<file path="src/rtl/sbmq_pkg.sv">
// shared types and codes for the shared-buffer multi-queue unit
package sbmq_pkg;

  localparam int QNUM_W   = 7;
  localparam int QIDX_W   = 6;
  localparam int VALUE_W  = 32;
  localparam int STATUS_W = 2;

  localparam logic REQ_ENQ = 1'b0;
  localparam logic REQ_DEQ = 1'b1;

  localparam logic [STATUS_W-1:0] ST_DONE  = 2'd0;
  localparam logic [STATUS_W-1:0] ST_FULL  = 2'd1;
  localparam logic [STATUS_W-1:0] ST_EMPTY = 2'd2;
  localparam logic [STATUS_W-1:0] ST_BADQ  = 2'd3;

  typedef enum logic [1:0] {
    CMD_ENQ = 2'd0,
    CMD_DEQ = 2'd1,
    CMD_BAD = 2'd2
  } cmd_kind_t;

  typedef struct packed {
    cmd_kind_t                  kind;
    logic [QIDX_W-1:0]          qidx;
    logic signed [VALUE_W-1:0]  value;
  } cmd_t;

endpackage

</file>
<file path="src/rtl/sbmq_if.sv">
// request and response channel interfaces
interface sbmq_req_if import sbmq_pkg::*; ();
  logic                       valid;
  logic                       ready;
  logic                       req_type;
  logic [QNUM_W-1:0]          queue_number;
  logic signed [VALUE_W-1:0]  push_value;

  modport source (output valid, req_type, queue_number, push_value, input ready);
  modport sink   (input valid, req_type, queue_number, push_value, output ready);
endinterface


</file>
<file path="src/rtl/sbmq_front.sv">
// request front end: range check, classification and a two-entry command queue
module sbmq_front import sbmq_pkg::*; #(
  parameter int NUM_QUEUES = 4
) (
  input  logic       clk,
  input  logic       rst,
  sbmq_req_if.sink   req,
  output logic       cmd_valid,
  output cmd_t       cmd,
  input  logic       cmd_pop
);
  cmd_t       slots [2];
  logic       wp;
  logic       rp;
  logic [1:0] count;
  logic       push;
  cmd_t       cls;

  assign req.ready = (count != 2'd2);
  assign push      = req.valid && req.ready;
  assign cmd_valid = (count != 2'd0);
  assign cmd       = slots[rp];

  always_comb begin
    cls.value = req.push_value;
    cls.qidx  = QIDX_W'(req.queue_number - QNUM_W'(1));
    if (req.queue_number == '0 || req.queue_number > QNUM_W'(NUM_QUEUES)) begin
      cls.kind = CMD_BAD;
    end else if (req.req_type == REQ_DEQ) begin
      cls.kind = CMD_DEQ;
    end else begin
      cls.kind = CMD_ENQ;
    end
  end

  always_ff @(posedge clk) begin
    if (push) begin
      slots[wp] <= cls;
    end
    if (rst) begin
      wp    <= 1'b0;
      rp    <= 1'b0;
      count <= 2'd0;
    end else begin
      if (push) begin
        wp <= ~wp;
      end
      if (cmd_pop) begin
        rp <= ~rp;
      end
      case ({push, cmd_pop})
        2'b10:   count <= count + 2'd1;
        2'b01:   count <= count - 2'd1;
        default: count <= count;
      endcase
    end
  end
endmodule

</file>
<file path="src/flat_wrapper.sv">
// flat-port wrapper written by rule: the top's interface ports become plain ports
module sbmq_front_flat import sbmq_pkg::*;
#(
  parameter int NUM_QUEUES = 4
)
  (clk, rst, cmd_valid, cmd, cmd_pop, req_valid, req_req_type, req_queue_number, req_push_value, req_ready);
  sbmq_req_if req_i ();
  input  logic clk;
  input  logic rst;
  output logic cmd_valid;
  output cmd_t cmd;
  input  logic cmd_pop;
  input wire logic [$bits(req_i.valid)-1:0] req_valid;
  input wire logic [$bits(req_i.req_type)-1:0] req_req_type;
  input wire logic [$bits(req_i.queue_number)-1:0] req_queue_number;
  input wire logic [$bits(req_i.push_value)-1:0] req_push_value;
  output wire logic [$bits(req_i.ready)-1:0] req_ready;
  assign req_i.valid = req_valid;
  assign req_i.req_type = req_req_type;
  assign req_i.queue_number = req_queue_number;
  assign req_i.push_value = req_push_value;
  assign req_ready = req_i.ready;
  sbmq_front #(.NUM_QUEUES(NUM_QUEUES)) u_core (.clk(clk), .rst(rst), .req(req_i), .cmd_valid(cmd_valid), .cmd(cmd), .cmd_pop(cmd_pop));
endmodule
</file>
<file path="config.mk">
export PLATFORM = sky130hd
export DESIGN_NAME = sbmq_front_flat
export DESIGN_NICKNAME = d
export VERILOG_FILES = /design/src/rtl/sbmq_pkg.sv /design/src/rtl/sbmq_if.sv /design/src/rtl/sbmq_front.sv /design/src/flat_wrapper.sv
export SDC_FILE = /design/constraint.sdc
export NUM_CORES = 1
export LEC_CHECK = 0
export ABC_AREA = 1
export ABC_CLOCK_PERIOD_IN_PS = 7000
export BUFFER_PORTS_ARGS = -buffer_cell sky130_fd_sc_hd__clkbuf_2
export CAP_MARGIN = 30
export CORE_ASPECT_RATIO = 1.25
export CORE_UTILIZATION = 28
export DETAILED_ROUTE_END_ITERATION = 7
export GPL_TIMING_DRIVEN = 0
export PLACE_DENSITY = 0.5
export SYNTH_ARGS = -nofsm -noshare
export SYNTH_HDL_FRONTEND = slang
export SYNTH_SLANG_ARGS = --single-unit
</file>
<file path="constraint.sdc">
create_clock -name clk -period 7 [get_ports clk]
set_clock_uncertainty 0.05 [all_clocks]
set_input_delay 1.75 -clock clk [delete_from_list [all_inputs] [get_ports clk]]
set_output_delay 1.75 -clock clk [all_outputs]
set_load 0.02 [all_outputs]
</file>
---- Word-level counts from Yosys, hierarchy flattened ----
Memory sizes are Yosys's and may differ from the RTL's. A register that Yosys moved wholly into a read port is not among the register bits.
Index checks and enable logic that the tools add are counted.
word-level totals
  flip-flop bits (word level) ............. 4
  bits in latches ......................... 0
  memory bits (writable) .................. 80
  memory bits (read-only) ................. 0
  bits of input ports ..................... 44
  output and inout port bits .............. 42
  memories kept ........................... 1
operators by class
  add/subtract/negate cells ............... 3
  multiply operators ...................... 0
  divide/modulo/power cells ............... 0
  magnitude comparators ................... 1
  equality and inequality tests ........... 3
  shift-type cells ........................ 0
  multiplexer cells ....................... 7
  bitwise gates (word level) .............. 2
  reduce and logical (&&, ||, !) cells .... 5
memories
  name          words  bits a word  read ports  clocked after memory_dff  wr ports  RTL line          RTL
  u_core.slots  2      40           1           1                         1         sbmq_front.sv:12  cmd_t slots [2];
operator list
  kind                                                                   number
  7-bit by 3-bit > comparator with 1-bit output (second input constant)  1
  7-bit logical NOT                                                      1
  6-bit by 1-bit subtractor with 6-bit output (second input constant)    1
  1-bit 2-to-1 mux                                                       5
  2-bit case mux with 2 select lines                                     1
  2-bit nonzero test                                                     2
  2-bit by 1-bit adder with 2-bit output (second input constant)         1
  2-bit by 1-bit == test with 1-bit output (second input constant)       1
  2-bit == test (second input constant)                                  1
  2-bit 2-to-1 mux                                                       1
  2-bit != test (second input constant)                                  1
  1-bit inverter                                                         2
  2-bit by 1-bit subtractor with 2-bit output (second input constant)    1
  1-bit logical AND                                                      1
  1-bit logical OR                                                       1

---- Longest topological paths before layout ----
Gate-level depths: netlist (run 1).
  word-level depth ........................ 4
  gate-level depth with buffers ........... 9

---- Least setup slack after synthesis (run 1) ----
Ideal clock, no wire load.
  path type ............................... input-to-reg
  start point ............................. in req_valid
  end point ............................... mem u_core.slots[0][0] (netlist bit) (enable)
  arrival time ............................ 3.509 ns
  setup slack ............................. 3.004 ns
  stages on the path ...................... 2
  path buffers ............................ 0
  cells stage by stage .................... nand2_2 -> nor2_1
between the ends
  cells in the longest elaborated chain, start to end .. 3
RTL lines
  item                                    RTL line            RTL
  start, declared                         flat_wrapper.sv:13  input wire logic [$bits(req_i.valid)-1:0] req_valid;
  1-bit logical AND                       sbmq_front.sv:20    assign push = req.valid && req.ready;
  1-bit 2-to-1 mux                        sbmq_front.sv:37    if (push) begin
  1-bit 2-to-1 mux (not written as such)  sbmq_front.sv:38    slots[wp] <= cls;
  end, declared                           sbmq_front.sv:12
Every way passes these cells.

==> results.cfg, run 1 <==
[run_status]
status = complete, but fails checks
violations = design-rule violations

[timing]
period_share = 0.474
drv_slew = 0
max_freq_mhz = 301
fin_crit_ns = 3.32
setup-tns-final_ns = 0
setup_violations = 0
maxSlewHeadroom = 0.637
tightest_slew_ns = 0.544
holdWs_ns = 0.469
hold_violations = 0
setup_slack_ns = 3.68
grt_setup_unrepaired = false

[global_route]
grt_use_total = 0.101
grt_pass1_wl_um = 8860
gr-total-overflow = 0
first_global_vias = 1789
grt_max_degree = 26
grt_antenna_before_repair = 0

[yosys]
ys_top_cells_by_area = edfxtp_1, mux2_2, dfxtp_1, nor2_1, buf_6
synth_compound_area_frac = 0.00615
synth_xor_area_frac = 0.0161
ys_types = 17
synth_top_family_by_area = multiplexers
synth.most_common_cell = edfxtp_1
syn_area_per_cell_um2 = 18.3
synthMuxAreaShare = 0.138
seq_area_frac_synth = 0.769
synth_adder_area_share = 0.0115
yosysTopAreaCell = edfxtp_1
synth.top_cells.by_count = edfxtp_1, mux2_2, nor2_1, inv_1, nand2_1
async_reset_ff_frac = 0
synth_ff_type = edfxtp_1
ys_ff_latch = 85
synth_area_um2 = 3260
syn_inst = 178
yosys_warnings = 0
synth_top_area_frac = 0.738
syn_nets = 225
synth_edf_count = 80
synth-simple-area-share = 0.0338

[pwr]
p_total_mw = 1.20
ir_drop_v = 0.000132
cellLeakagePower_nw = 1.60
powerDensity_nw_per_um2 = 290

[hold_path]
hp-class = flop to flop

[clock_tree]
postCtsSetupBuffers = 0
cts.sinks = 85
insertion_delay_ns = 0.33
cts_buffer_depth = 2
cts_root_buffer = clkbuf_16
cts_tree = yes
cts_repair_resize_count = 0
clkTransAtPathRegs_ns = 0.06
numCtsBuffers = 9
holdBufCountCts = 0
ctsHtreeMaxLevel = 3

[floorplanning]
die_w_um = 98.4
dieArea_um2 = 12100
rows = 43
dieHeight_um = 123
num_io_pins = 86
initial_core_util = 0.291
coreArea_um2 = 11200

[place]
post-place-cells = 400
hpwl_um = 3900
dpl_cell_area_um2 = 3910
port-buffer-count = 85
gp_congestion = 0.659
dpl_worst_slack_ns = 3.89

[detailed_routing]
routed_wirelength_um = 5800
post_drt_wl_per_cell_um = 13.9
dr.pass1.iters = 6
drtIter0Drc = 56
ant_nets = 0
post-route-drc-count = 6
vias = 1793
vias_per_cell = 4.31

[setup_path]
crit_required_ns = 5.20
critPathArrivalTime_ns = 1.52
cp-end-kind = output pin
critPathMaxFanout = 10
path_class = flop to output pin
critPathLaunchType = flop

[layout]
final_util = 0.371
area_growth_pct = 27.7
fin_nets = 323
diodes = 0
final_area_um2 = 4160
stdcell_count = 416
drive_gt1_frac = 0.516

[flow_run]
maxCapViolations = 0
==> routing by layer <==
metal  up-vias  track usage  wire (um)
met5         -            0          0
met4         0       0.0560         95
met3         8       0.0376        367
met1       876        0.116       2360
li1        856            -          -
met2        53        0.165       2970
==> state kept, by name (all words and copies together) (netlist names), named ones only <==
| signal | cells |
|---|---|
| u_core.wp | 1 |
| u_core.slots | 80 |
| u_core.rp | 1 |
| u_core.count | 2 |
==> critical path: stages, from the launching register on <==
cell      delay, ns
dfxtp_1        0.46
buf_6          0.20
mux2_2         0.37
clkbuf_2       0.16
==> cells in the final DEF (no fill, tap or decap) <==
master / n
xor2_1: 2
nor2_4: 2
clkbuf_1: 3
xnor2_1: 4
o21ai_1: 1
nor2_1: 12
a21oi_1: 2
clkbuf_16: 9
o21ai_0: 1
inv_1: 10
buf_6: 4
nand2_1: 6
clkinv_1: 4
or2_2: 1
nand4_1: 1
edfxtp_1: 80
clkbuf_2: 85
nand3_1: 2
ha_1: 3
buf_12: 2
dfxtp_1: 5
mux2_2: 40
nand2_2: 2
==> worst paths after layout <==
check / from / end / slack, ns / depth (start not counted)
max: flop / cmd[2] / 3.68 / 3
min: u_core.rp$_SDFFE_PP0P_ / flop / 0.47 / 2
max reg2reg: u_core.count[0]$_SDFFE_PP0P_ / u_core.slots[1][16]$_DFFE_PP_ / 5.24 / 5
min reg2reg: u_core.rp$_SDFFE_PP0P_ / flop / 0.47 / 2
==> where the power goes <==
group | total (mW) | internal, mW | switching, mW | leakage (nW)
clock | 0.410 | 0.236 | 0.174 | 0.121
sequential | 0.612 | 0.602 | 0.0104 | 0.787
combinational | 0.182 | 0.0736 | 0.108 | 0.688
total | 1.20 | 0.911 | 0.292 | 1.60
==> kinds of logic (layout without fill, tap and decap cells) <==
kind of cell,Yosys count,in the layout
xor+xnor,6,6
mux,40,40
flops,85,85
fa+ha+maj,3,3
simple gates,26,26
buf+inv,14,117
compound gates,4,4
==> cell type report <==
class | instances | area, um2
buffer | 4 | 45.0
clock buffer | 12 | 236
clock inverter | 4 | 15.0
fill | 1129 | 7030
inverter | 10 | 37.5
multi-input combinational | 79 | 686
sequential | 85 | 2500
tap | 135 | 169
timing repair buffer | 87 | 465
No activity file was read; power rests on OpenSTA's default activity.
==> run 2: changes to the inputs <==
--- a/config.mk
+++ b/config.mk
@@ -6,14 +6,14 @@
 export NUM_CORES = 1
 export LEC_CHECK = 0
 export ABC_AREA = 1
-export ABC_CLOCK_PERIOD_IN_PS = 7000
+export ABC_CLOCK_PERIOD_IN_PS = 2750
 export BUFFER_PORTS_ARGS = -buffer_cell sky130_fd_sc_hd__clkbuf_2
 export CAP_MARGIN = 30
 export CORE_ASPECT_RATIO = 1.25
 export CORE_UTILIZATION = 28
 export DETAILED_ROUTE_END_ITERATION = 7
 export GPL_TIMING_DRIVEN = 0
-export PLACE_DENSITY = 0.5
+export PLACE_DENSITY = 0.51
 export SYNTH_ARGS = -nofsm -noshare
 export SYNTH_HDL_FRONTEND = slang
 export SYNTH_SLANG_ARGS = --single-unit
==> constraint.sdc (replaced) <==
create_clock -name clk -period 2.75 [get_ports clk]
set_clock_uncertainty 0.05 [all_clocks]
set_input_delay 0.6875 -clock clk [delete_from_list [all_inputs] [get_ports clk]]
set_output_delay 0.6875 -clock clk [all_outputs]
set_load 0.02 [all_outputs]
==> run 2 against run 1 <==
  * The run now ends clean
  * Via count down 2.3%
  * Core utilization is 0.28 points higher
  * Sequential power increased to 2.5 times the previous value
  * Combinational power increased to 2.5 times the previous value
  * Register-to-register slack lost 4.3 ns
  * Clock power grew to 2.8 times the previous value
  * Non-clock buffer count unchanged
  * Critical path type unchanged
  * Critical endpoint is now cmd[0]
  * Largest cell class unchanged
==> results.cfg, run 2 (same netlist as run 1, synthesis figures left out) <==
[run_status]
status = finished clean

[detailed_routing]
routed_wirelength_um = 5590
post-route-drc-count = 0
vias_per_cell = 4.21
dr.pass1.iters = 8
ant_nets = 0
drtIter0Drc = 36
vias = 1752
post_drt_wl_per_cell_um = 13.4

[setup_path]
slowest_delay_ns = 0.45
critPathMaxFanout = 10
crit-reg2reg-launch = u_core.count[0]$_SDFFE_PP0P_
path_buf_inv = 2
path_class = flop to output pin
worst_r2r_path_depth = 5
critical_path.slowest_cell = dfxtp_1
critPathArrivalTime_ns = 1.50
crit_required_ns = 2.01
reg2reg_to = u_core.slots[1][27]$_DFFE_PP_
cp.depth = 3
rrSetupSlack_ns = 0.96
cp_cell_sequence = buf_6, mux2_2, clkbuf_2
endpoint = cmd[0]
critPathLaunchType = flop
critPathTopFamily = flip-flops
cp-end-kind = output pin

[place]
gp_congestion = 0.643
dpl_cell_area_um2 = 3910
port-buffer-count = 85
hpwl_um = 3870

[floorplanning]
dieArea_um2 = 12100
rows = 43
die_w_um = 98.4
num_io_pins = 86
coreArea_um2 = 11200
dieHeight_um = 123
initial_core_util = 0.291

[pwr]
ir_drop_v = 0.000275
cellLeakagePower_nw = 1.61
powerDensity_nw_per_um2 = 755

[global_route]
gr-total-overflow = 0
grt_pass1_wl_um = 8710
first_global_vias = 1779
grt_use_total = 0.0988
grt_max_degree = 24
grt_antenna_before_repair = 0

[layout]
reg.largest.list = u_core.slots: 80 flops, u_core.count: 2 flops
regMostFlops = u_core.slots
area_growth_pct = 28.6
layout_common_cells = clkbuf_2, edfxtp_1, mux2_2
largest_register_ffs = 80
fin_nets = 323
final_area_um2 = 4190
drive_gt1_frac = 0.527
diodes = 0
fillCellCount = 1105
final_common_cell = clkbuf_2

[clock_tree]
numCtsBuffers = 9
ctsHtreeMaxLevel = 3
cts_tree = yes
clkTransAtPathRegs_ns = 0.06
cts_repair_resize_count = 0
cts.sinks = 85
holdBufCountCts = 0
insertion_delay_ns = 0.32
cts_buffer_depth = 2
cts_root_buffer = clkbuf_16
postCtsSetupBuffers = 0

[timing]
grt_setup_unrepaired = false
drv_slew = 0
setup_violations = 0
maxSlewHeadroom = 0.596
fin_crit_ns = 2.23
holdWs_ns = 0.470
hold_violations = 0
max_freq_mhz = 448
tightest_slew_ns = 0.605
period_share = 0.812

[flow_run]
maxCapViolations = 0

[hold_path]
holdCritStartpoint = u_core.rp$_SDFFE_PP0P_
hp-class = flop to flop
run 2: cell count changes in the layout (fill, tap and decap cells not counted):
cell,delta
bufinv_16,+1
clkbuf_1,-2
clkinvlp_4,+1
clkinv_2,+1
clkinv_1,-1
run 2: worst min-delay path by stage:
stage | to | cells after the start | slack [ns]
5_1_grt | u_core.slots[0][6]$_DFFE_PP_ | 1 | 0.48
3_3_place_gp | u_core.wp$_SDFFE_PP0P_ | 2 | 0.44
2_1_floorplan | u_core.wp$_SDFFE_PP0P_ | 2 | 0.42
6_report | u_core.rp$_SDFFE_PP0P_ | 2 | 0.47
4_1_cts | u_core.rp$_SDFFE_PP0P_ | 2 | 0.47
3_5_place_dp | u_core.rp$_SDFFE_PP0P_ | 2 | 0.46
run 2: cell type report:
type                       instances  area (um2)  share of cell area
sequential                        85        2500               0.598
multi-input combinational         79         686               0.164
timing repair buffer              87         465               0.111
clock buffer                      10         229              0.0547
tap                              135         169              0.0403
clock inverter                     6        53.8              0.0128
buffer                             4        45.0              0.0108
inverter                          10        37.5             0.00896
run 2: metrics by stage:
step	setup TNS [ns]	total power, mW	util	worst slack [ns]	std cells
global placement	-112.21	2.04	0.344	-1.41	398
finish	0	3.16	0.374	0.517	416
CTS	0	3.22	0.374	0.452	416
global route	0	3.32	0.374	0.420	416
detailed placement	0	2.06	0.349	0.681	400
floorplan	-14.70	1.88	-	-0.184	178
run 2: per-layer routing:
metal / vias up / routed length (um) / track usage
met5: - / 0 / 0
met4: 0 / 80 / 0.0448
met3: 5 / 290 / 0.0364
met2: 50 / 2860 / 0.163
met1: 843 / 2360 / 0.115
li1: 854 / - / -
run 2: power breakdown:
group	leakage, nW	switching, mW	internal [mW]
logic	0.688	0.272	0.187
clock network	0.135	0.450	0.692
registers	0.787	0.0266	1.53
run 2: worst register-to-register path, delay by kind of cell (launching register included):
family / cells / cell delay, ns
flip-flops: 1 / 0.37
buffers and inverters: 2 / 0.36
AND/OR/NAND/NOR: 3 / 0.69
==> run 3: changes to the inputs <==
--- a/config.mk
+++ b/config.mk
@@ -5,15 +5,15 @@
 export SDC_FILE = /design/constraint.sdc
 export NUM_CORES = 1
 export LEC_CHECK = 0
-export ABC_AREA = 1
-export ABC_CLOCK_PERIOD_IN_PS = 2750
+export ABC_AREA = 0
+export ABC_CLOCK_PERIOD_IN_PS = 1800
 export BUFFER_PORTS_ARGS = -buffer_cell sky130_fd_sc_hd__clkbuf_2
 export CAP_MARGIN = 30
 export CORE_ASPECT_RATIO = 1.25
 export CORE_UTILIZATION = 28
 export DETAILED_ROUTE_END_ITERATION = 7
 export GPL_TIMING_DRIVEN = 0
-export PLACE_DENSITY = 0.51
+export PLACE_DENSITY = 0.52
 export SYNTH_ARGS = -nofsm -noshare
 export SYNTH_HDL_FRONTEND = slang
 export SYNTH_SLANG_ARGS = --single-unit
==> constraint.sdc (replaced) <==
create_clock -name clk -period 1.8 [get_ports clk]
set_clock_uncertainty 0.05 [all_clocks]
set_input_delay 0.45 -clock clk [delete_from_list [all_inputs] [get_ports clk]]
set_output_delay 0.45 -clock clk [all_outputs]
set_load 0.02 [all_outputs]
==> run 3 against run 2 <==
  * The run now ends with design-rule violations, negative setup slack left
  * Sequential cell count is the same
  * Synthesized area decreased by 1.6%
  * Sequential power up 55%
  * Die area decreased by 1.5%
  * First-iteration DRC count up 11%
  * Via count is essentially flat
  * Sequential share of layout area barely moved
  * Wire length grew 2.4%
  * Highest routed layer unchanged
  * Non-clock buffer count increased by 1
  * Cell count fell by 2.6%
==> results.cfg, run 3 <==
[layout]
diodes = 0
area_growth_pct = 30.8
final_common_cell = clkbuf_2
largest_register_ffs = 80
drive_gt1_frac = 0.559
reg.largest.list = u_core.slots: 80 flops, u_core.count: 2 flops
regMostFlops = u_core.slots
fin_nets = 312
layout_common_cells = clkbuf_2, edfxtp_1, mux2_2
final_area_um2 = 4190

[pwr]
cellLeakagePower_nw = 1.58
powerDensity_nw_per_um2 = 1180
p_total_mw = 4.96
ir_drop_v = 0.000361

[floorplanning]
dieArea_um2 = 11900
coreArea_um2 = 11100
rows = 43
initial_core_util = 0.288
dieHeight_um = 122
num_io_pins = 86
die_w_um = 97.7

[yosys]
synth_area_um2 = 3200
syn_nets = 212
synth_edf_count = 80
yosysTopAreaCell = edfxtp_1
seq_area_frac_synth = 0.781
synth.most_common_cell = edfxtp_1
synth.top_cells.by_count = edfxtp_1, mux2_2, dfxtp_1, nor2_1, xnor2_1
ys_top_cells_by_area = edfxtp_1, mux2_2, dfxtp_1, xnor2_1, ha_1
synth_ff_type = edfxtp_1
yosys_warnings = 0
synth_top_area_frac = 0.750
ys_types = 20
async_reset_ff_frac = 0
syn_area_per_cell_um2 = 19.4
ys_ff_latch = 85
syn_inst = 165

[hold_path]
hold_end = u_core.slots[0][2]$_DFFE_PP_
hp-class = primary input to flop
holdCritStartpoint = req_push_value[2]
hold_depth = 1

[setup_path]
crit-reg2reg-launch = u_core.count[0]$_SDFFE_PP0P_
crit_required_ns = 1.30
reg2reg_to = u_core.slots[0][24]$_DFFE_PP_
cp-end-kind = output pin
worst_r2r_path_depth = 4
critPathArrivalTime_ns = 1.38
path_class = flop to output pin
critPathLaunchType = flop
rrSetupSlack_ns = 0.19
critPathMaxFanout = 10

[clock_tree]
ctsHtreeMaxLevel = 3
numCtsBuffers = 9
cts.sinks = 85
cts_root_buffer = clkbuf_16
clkTransAtPathRegs_ns = 0.06
cts_tree = yes
insertion_delay_ns = 0.33
holdBufCountCts = 0
cts_buffer_depth = 2

[detailed_routing]
post_drt_wl_per_cell_um = 14.1
ant_nets = 0
vias_per_cell = 4.33
vias = 1753
routed_wirelength_um = 5730
post-route-drc-count = 14
dr.pass1.iters = 5
drtIter0Drc = 40

[timing]
tightest_slew_ns = 0.321
max_freq_mhz = 531
hold_violations = 0
setup_slack_ns = -0.0819
period_share = 1.05
drv_slew = 0
grt_setup_unrepaired = true
maxSlewHeadroom = 0.785
fin_crit_ns = 1.88
setup-tns-final_ns = -2.75
holdWs_ns = 0.261
setup_violations = 40

[global_route]
grt_use_total = 0.105
first_global_vias = 1875
grt_pass1_wl_um = 9030
grt_max_degree = 23
gr-total-overflow = 0
grt_antenna_before_repair = 0

[place]
hpwl_um = 3860
dpl_cell_area_um2 = 3850
gp_congestion = 0.657
port-buffer-count = 85

[run_status]
violations = design-rule violations, negative setup slack
status = complete, but fails checks

[flow_run]
maxCapViolations = 0
-- run 3: worst max-delay path by stage --
stage / to / cells after the start
after detailed placement: u_core.slots[0][19]$_DFFE_PP_ / 4
final: cmd[24] / 3
after global placement: u_core.slots[0][19]$_DFFE_PP_ / 3
after CTS: cmd[34] / 3
after global routing: cmd[24] / 3
after floorplan: u_core.slots[0][0]$_DFFE_PP_ / 3
-- run 3: kinds of logic (layout without fill, tap and decap cells) --
| family | count (synthesis) | after routing | synth area share |
|---|---|---|---|
| DFF | 85 | 85 | 0.781 |
| and+or+nand+nor | 17 | 17 | 0.0262 |
| adders and majority gates | 3 | 3 | 0.0117 |
| AOI/OAI and AO/OA | 4 | 4 | 0.00781 |
| xor gates and xnor gates | 8 | 8 | 0.0219 |
| muxes | 40 | 40 | 0.141 |
| buffers and inverters | 8 | 113 | 0.0109 |
-- run 3: cell type report --
cell class              count  area, um2
plain buffers               4       52.6
flip-flops and latches     85       2510
multi-input cells          72        674
clock inverters             6       53.8
inverters                   4       18.8
fillers                  1076       6950
clock buffers              10        229
repair inverters            1       7.51
repair buffers             88        480
well taps                 135        169
-- run 3: per-layer routing --
| layer | vias to the layer above | global-route usage | share of wire |
|---|---|---|---|
| li1 | 833 | - | - |
| met1 | 856 | 0.114 | 0.41 |
| met2 | 54 | 0.177 | 0.51 |
| met3 | 10 | 0.0379 | 0.064 |
| met4 | 0 | 0.0597 | 0.018 |
| met5 | - | 0 | 0 |
-- run 3: power breakdown --
part / switching (mW) / total (mW) / internal, mW
clock network: 0.678 / 1.73 / 1.06
logic: 0.470 / 0.806 / 0.336
registers: 0.0473 / 2.42 / 2.37
total: 1.20 / 4.96 / 3.77
-- run 3: timing repair --
item	CTS	global route
setup endpoints to repair	60	62
setup buffers	1	0
gates resized for setup	12	2
cloned	1	0
-- run 3: through the flow --
step	worst slack, ns	instances	utilization
finish	-0.0819	405	0.376
global route	-0.150	405	0.376
CTS	-0.128	405	0.376
detailed placement	-0.130	387	0.346
floorplan	0.0317	165	-
global placement	-0.367	385	0.342
-- run 3: worst max-delay path, stage by stage, from the launching register on --
cell and delay (ns):
dfxtp_4 0.39, buf_6 0.16, mux2_2 0.34, clkbuf_2 0.16
